===== src/rtl/dhjt_pkg.sv =====
// ---------------------------------------------------------------------------
// dhjt_pkg
// Shared constants and types for the DH joint transform.
// ---------------------------------------------------------------------------
package dhjt_pkg;

  localparam int CORDIC_STEPS = 31;
  localparam logic [31:0] CORDIC_GAIN = 32'h26DD3B6A;

  localparam logic [2:0] CFG_ANGLE_OFFSET = 3'd0;
  localparam logic [2:0] CFG_LINK_LENGTH  = 3'd1;
  localparam logic [2:0] CFG_LINK_OFFSET  = 3'd2;
  localparam logic [2:0] CFG_TWIST_ANGLE  = 3'd3;
  localparam logic [2:0] CFG_JOINT_KIND   = 3'd4;

  localparam logic [1:0] KIND_REVOLUTE  = 2'd0;
  localparam logic [1:0] KIND_PRISMATIC = 2'd1;
  localparam logic [1:0] KIND_NONE      = 2'd2;
  localparam logic [1:0] KIND_SPARE     = 2'd3;

  // one CORDIC rotator state, widened to 34 bits for headroom
  typedef struct packed {
    logic signed [33:0] x;
    logic signed [33:0] y;
    logic signed [33:0] z;
  } rot_t;

  function automatic logic [31:0] atan_turns(input int i);
    logic [31:0] t;
    begin
      case (i)
        0: t = 32'h20000000;  1: t = 32'h12E4051D;  2: t = 32'h09FB385B;
        3: t = 32'h051111D4;  4: t = 32'h028B0D43;  5: t = 32'h0145D7E1;
        6: t = 32'h00A2F61E;  7: t = 32'h00517C55;  8: t = 32'h0028BE53;
        9: t = 32'h00145F2E;  10: t = 32'h000A2F98; 11: t = 32'h000517CC;
        12: t = 32'h00028BE6; 13: t = 32'h000145F3; 14: t = 32'h0000A2F9;
        15: t = 32'h0000517C; 16: t = 32'h000028BE; 17: t = 32'h0000145F;
        18: t = 32'h00000A2F; 19: t = 32'h00000517; 20: t = 32'h0000028B;
        21: t = 32'h00000145; 22: t = 32'h000000A2; 23: t = 32'h00000051;
        24: t = 32'h00000028; 25: t = 32'h00000014; 26: t = 32'h0000000A;
        27: t = 32'h00000005; 28: t = 32'h00000002; 29: t = 32'h00000001;
        default: t = 32'h00000000;
      endcase
      return t;
    end
  endfunction

endpackage


===== src/rtl/dhjt_cordic_cell.sv =====
// ---------------------------------------------------------------------------
// dhjt_cordic_cell
// One CORDIC rotation step for theta and alpha, with a register to the next cell.
// ---------------------------------------------------------------------------
module dhjt_cordic_cell #(
  parameter int STEP = 0,
  parameter int SIDE_W = 1
) (
  input  logic                clk,
  input  logic                rst_n,
  input  logic                vld_in,
  input  dhjt_pkg::rot_t      th_in,
  input  dhjt_pkg::rot_t      al_in,
  input  logic [SIDE_W-1:0]   side_in,
  output logic                vld_out,
  output dhjt_pkg::rot_t      th_out,
  output dhjt_pkg::rot_t      al_out,
  output logic [SIDE_W-1:0]   side_out
);

  localparam logic signed [33:0] ATAN = $signed({2'b00, dhjt_pkg::atan_turns(STEP)});

  logic                vld_r;
  dhjt_pkg::rot_t      th_r, al_r, th_nxt, al_nxt;
  logic [SIDE_W-1:0]   side_r;

  function automatic dhjt_pkg::rot_t step(input dhjt_pkg::rot_t s);
    dhjt_pkg::rot_t o;
    logic signed [33:0] dx, dy;
    begin
      dx = s.y >>> STEP;
      dy = s.x >>> STEP;
      if (!s.z[33]) begin
        o.x = s.x - dx; o.y = s.y + dy; o.z = s.z - ATAN;
      end else begin
        o.x = s.x + dx; o.y = s.y - dy; o.z = s.z + ATAN;
      end
      return o;
    end
  endfunction

  always_comb begin
    th_nxt = step(th_in);
    al_nxt = step(al_in);
  end

  always_ff @(posedge clk) begin
    if (!rst_n) begin
      vld_r <= 1'b0;
    end else begin
      vld_r <= vld_in;
    end
    th_r   <= th_nxt;
    al_r   <= al_nxt;
    side_r <= side_in;
  end

  assign vld_out  = vld_r;
  assign th_out   = th_r;
  assign al_out   = al_r;
  assign side_out = side_r;

endmodule


===== config.mk =====
export PLATFORM = sky130hd
export DESIGN_NAME = dhjt_cordic_cell
export DESIGN_NICKNAME = d
export VERILOG_FILES = /design/src/rtl/dhjt_pkg.sv /design/src/rtl/dhjt_cordic_cell.sv
export SDC_FILE = /design/constraint.sdc
export NUM_CORES = 1
export LEC_CHECK = 0
export BUFFER_PORTS_ARGS = -buffer_cell sky130_fd_sc_hd__buf_2
export CAP_MARGIN = 25
export CORE_UTILIZATION = 36
export CTS_CLUSTER_DIAMETER = 30
export DETAILED_ROUTE_END_ITERATION = 8
export PLACE_DENSITY = 0.69
export RECOVER_POWER = 50
export SLEW_MARGIN = 5
export SYNTH_ARGS = -nofsm -noshare
export SYNTH_HDL_FRONTEND = slang
export SYNTH_SLANG_ARGS = --single-unit
export TNS_END_PERCENT = 20

===== constraint.sdc =====
create_clock -name clk -period 2.5 [get_ports clk]
set_input_delay 0.25 -clock clk [delete_from_list [all_inputs] [get_ports clk]]
set_output_delay 0.25 -clock clk [all_outputs]
set_load 0.01 [all_outputs]

==> impl_metrics.csv <==
group,metric,value,unit
detailed_routing,antenna_violating_nets_post_route,0,
synth,multiplexer_share_of_the_synthesized_area,2.01,%
grt,global_route.overflow_total,0,
synth,synthesis.area,0.0160,mm2
synth,adder_cell_area_share_of_the_yosys_netlist,17.0,%
cts,cts_tree,"yes",
setup_path,crit_end_category,"flop",
setup_path,worst_path_buffer_plus_inverter_count,3,
synth,post-synth-top-count-cell,"sky130_fd_sc_hd__a21oi_1",
sta,slew_violations,0,
sta,max_slew_margin,13.8,%
job,maxCapViolations,0,
setup_path,critical_path_peak_fanout,5,
floorplanning,initial_core_util,36.8,%
synth,synth-simple-area-share,15.1,%
synth,ys_seq_area_share,25.5,%
detailed_routing,drt_iter0_markers,1482,
synth,most_used_standard_cells_in_the_synthesized_netlist,"235 x sky130_fd_sc_hd__a21oi_1, 204 x sky130_fd_sc_hd__dfxtp_1, 204 x sky130_fd_sc_hd__ha_1, 194 x sky130_fd_sc_hd__inv_1, 165 x sky130_fd_sc_hd__nor2_1",
synth,synthXorXnorAreaFrac,7.34,%
worst_hold_path,hold_path.class,"in2reg",
setup_path,critical-path-max-stage-delay,460,ps
cells_and_area,fraction_of_final_layout_cells_sized_beyond_drive_strength_1,32.6,%
synth,synth_largest_area_cell,"sky130_fd_sc_hd__dfxtp_1",
detailed_routing,routed-via-count,19041,
worst_hold_path,holdCritStartpoint,"th_in[67]",
synth,ys.flop_type,"sky130_fd_sc_hd__dfxtp_1",
synth,synth.top_cell.area_share,25.5,%
synth,synth.net_count,2448,
grt,grt_max_degree,91,
synth,ys_async_sr_fraction,0,%
placement,hpwl,52.1,mm
placement,port-buffer-count,413,
synth,synth_cell_types,87,
setup_path,worstSetupPathType,"in2reg",
setup_path,worst_setup_start_kind,"input pin",
cts,worst_setup_hold_path_clk_slew,50,ps
pwr,p_leak,12.2,nW
grt,number_of_global_route_vias_before_repair,18975,
grt,grt_use_total,28.3,%
cts,cts_htree_levels,2,
detailed_routing,dr_wl_cell,18.3,um
synth,ys_warn_count,0,
floorplanning,core-area,0.0435,mm2
setup_path,worstPathRequired,2940,ps
cells_and_area,layout.area.seq,0.00408,mm2
setup_path,setup.worst_path.start,"al_in[34]",
cells_and_area,multiInputGateArea,0.0111,mm2
cells_and_area,final_core_utilization,57.9,%
cells_and_area,finalNetCount,3422,
setup_path,timing.critical_path.cells,"buf_2, ha_4, fa_2, nor2b_4, o211ai_1, buf_4, a31oi_2, a32oi_2, o221ai_2, a221oi_2, buf_4, or4_1, o211a_1, xor2_1",
cts,cts_made_buffers,51,
sta,timing.final.setup_violations,1,
placement,gpl.final_weighted_congestion,1.03,
floorplanning,placementRows,76,
floorplanning,die_h,213,um
sta,fin_setup_tns,-13.3,ps
sta,post-route-period-util,101,%
sta,final_hold_viol_count,0,
sta,grt_setup_unrepaired,"true",
grt,grt_first_pass_wirelength,101,mm
cts,numClockSinks,204,
pwr,ir_drop,0.511,mV
cells_and_area,areaGrowthSynthToFinish,57.3,%
cts,cts_buffer_depth,3,
synth,synth.top_cells.by_area,"sky130_fd_sc_hd__dfxtp_1 26%, sky130_fd_sc_hd__ha_1 16%, sky130_fd_sc_hd__a21oi_1 7.4%, sky130_fd_sc_hd__xnor2_1 5.8%, sky130_fd_sc_hd__inv_1 4.6%",
detailed_routing,via_per_inst,5.24,
synth,synth-compound-area-share,25.6,%
sta,layout_setup_ws,-13.3,ps
pwr,powerDensity,661,mW/mm2
grt,number_of_antenna_violations_at_the_first_check_in_global_routing,10,
setup_path,crit_family,"compound AO/OA/AOI/OAI gates",
setup_path,most_common_cell_type_on_the_critical_path,"sky130_fd_sc_hd__buf_4",
synth,dominant_combinational_cell_family_by_area_after_synthesis,"compound AO/OA/AOI/OAI gates",
cts,cts-root-buf,"sky130_fd_sc_hd__clkbuf_16",
detailed_routing,drcViolationCount,0,
sta,timing.final.crit_period,2510,ps
sta,achievable-frequency,0.398,GHz
cells_and_area,num-fill-cells,3973,
setup_path,critical_path.slowest_cell,"sky130_fd_sc_hd__or4_1",
detailed_routing,first_pass_iters,5,
synth,postSynthAreaPerCell,7.88,um2
run_status,run_status,"complete, but fails checks",
floorplanning,design.portCount,414,
synth,synth-seq-cells,204,
detailed_routing,postRouteWirelength,66.5,mm
sta,timing_worst_slew_pin_value,1290,ps
setup_path,timing.critical_path.arrival,2960,ps
run_status,violated_checks,"negative setup slack",
synth,synth-edff-count,0,
synth,syn_inst,2028,
floorplanning,die-area,0.0453,mm2
floorplanning,chipWidth,213,um
per-stage QoR:
step                area (um2)  setup slack (ps)  hold WS, ps  power, W  std cells
finish                   25200             -13.3         56.7    0.0166       3635
global route             25200             -79.4         43.1    0.0174       3635
CTS                      25100             -14.1         31.9    0.0166       3626
detailed placement       22600              -822          354   0.00955       3461
global placement         22600              -808          352   0.00950       3461
floorplan                16100             -65.8          278   0.00679       2028
layout by cell type, fill, tap and decap left out, types with 41 or more instances in the layout:
master and n:
sky130_fd_sc_hd__buf_4 532, sky130_fd_sc_hd__buf_2 280, sky130_fd_sc_hd__a21oi_1 229, sky130_fd_sc_hd__dfxtp_1 204, sky130_fd_sc_hd__ha_1 194, sky130_fd_sc_hd__inv_1 192
sky130_fd_sc_hd__nor2_1 165, sky130_fd_sc_hd__clkbuf_1 138, sky130_fd_sc_hd__o21ai_0 109, sky130_fd_sc_hd__xnor2_1 104, sky130_fd_sc_hd__nand2_1 96, sky130_fd_sc_hd__dlygate4sd3_1 69
sky130_fd_sc_hd__clkbuf_16 52, sky130_fd_sc_hd__nor3_1 41
area by class of cell:
type	instances	share of cell area (%)
clock buffer	66	5.78
timing repair buffer	1021	26.5
inverter	208	3.11
sequential	204	16.2
tap	585	2.91
multi-input combinational	1516	43.9
clock inverter	30	1.46
antenna	5	0.0497
flip-flops by register name (all words and copies together), names as in the netlist:
signal / count
al_out: 101
side_out: 1
th_out: 101
vld_out: 1
worst min-delay path: stages:
cell	delay [ps]
sky130_fd_sc_hd__buf_2	90
sky130_fd_sc_hd__xor2_1	110
sky130_fd_sc_hd__xnor2_1	130
power breakdown:
part	leakage, nW	switching (W)	internal [W]
logic	9.56	0.00306	0.00253
registers	1.72	0.000268	0.00387
clock network	0.890	0.00216	0.00472
kinds of logic after synthesis:
family	after synthesis
muxes	32
DFF	204
AOI/OAI and AO/OA	647
xor gates and xnor gates	134
buffers and inverters	308
and+or+nand+nor	491
adders and majority gates	212
worst paths after layout:
kind,end,cells past startpoint,slack (ps)
min,th_out[67],3,60
max,al_out[100],14,-10
per-layer routing:
| layer | global-route usage, % | wire length [um] |
|---|---|---|
| met1 | 32.9 | 26500 |
| met2 | 49.0 | 31800 |
| met3 | 6.57 | 5310 |
| met4 | 13.7 | 2900 |
| met5 | 0 | 62 |
repair_timing:
| action | in CTS | in global routing |
|---|---|---|
| pin swaps | 0 | 20 |
| cloned | 0 | 0 |
| setup endpoints to repair | 12 | 36 |
| hold buffers | 69 | 0 |
| endpoints found under the hold margin | 69 | 0 |
| setup buffers | 0 | 4 |
| gates resized for setup | 6 | 41 |
Note: power is estimated with default switching activity, not from simulation.
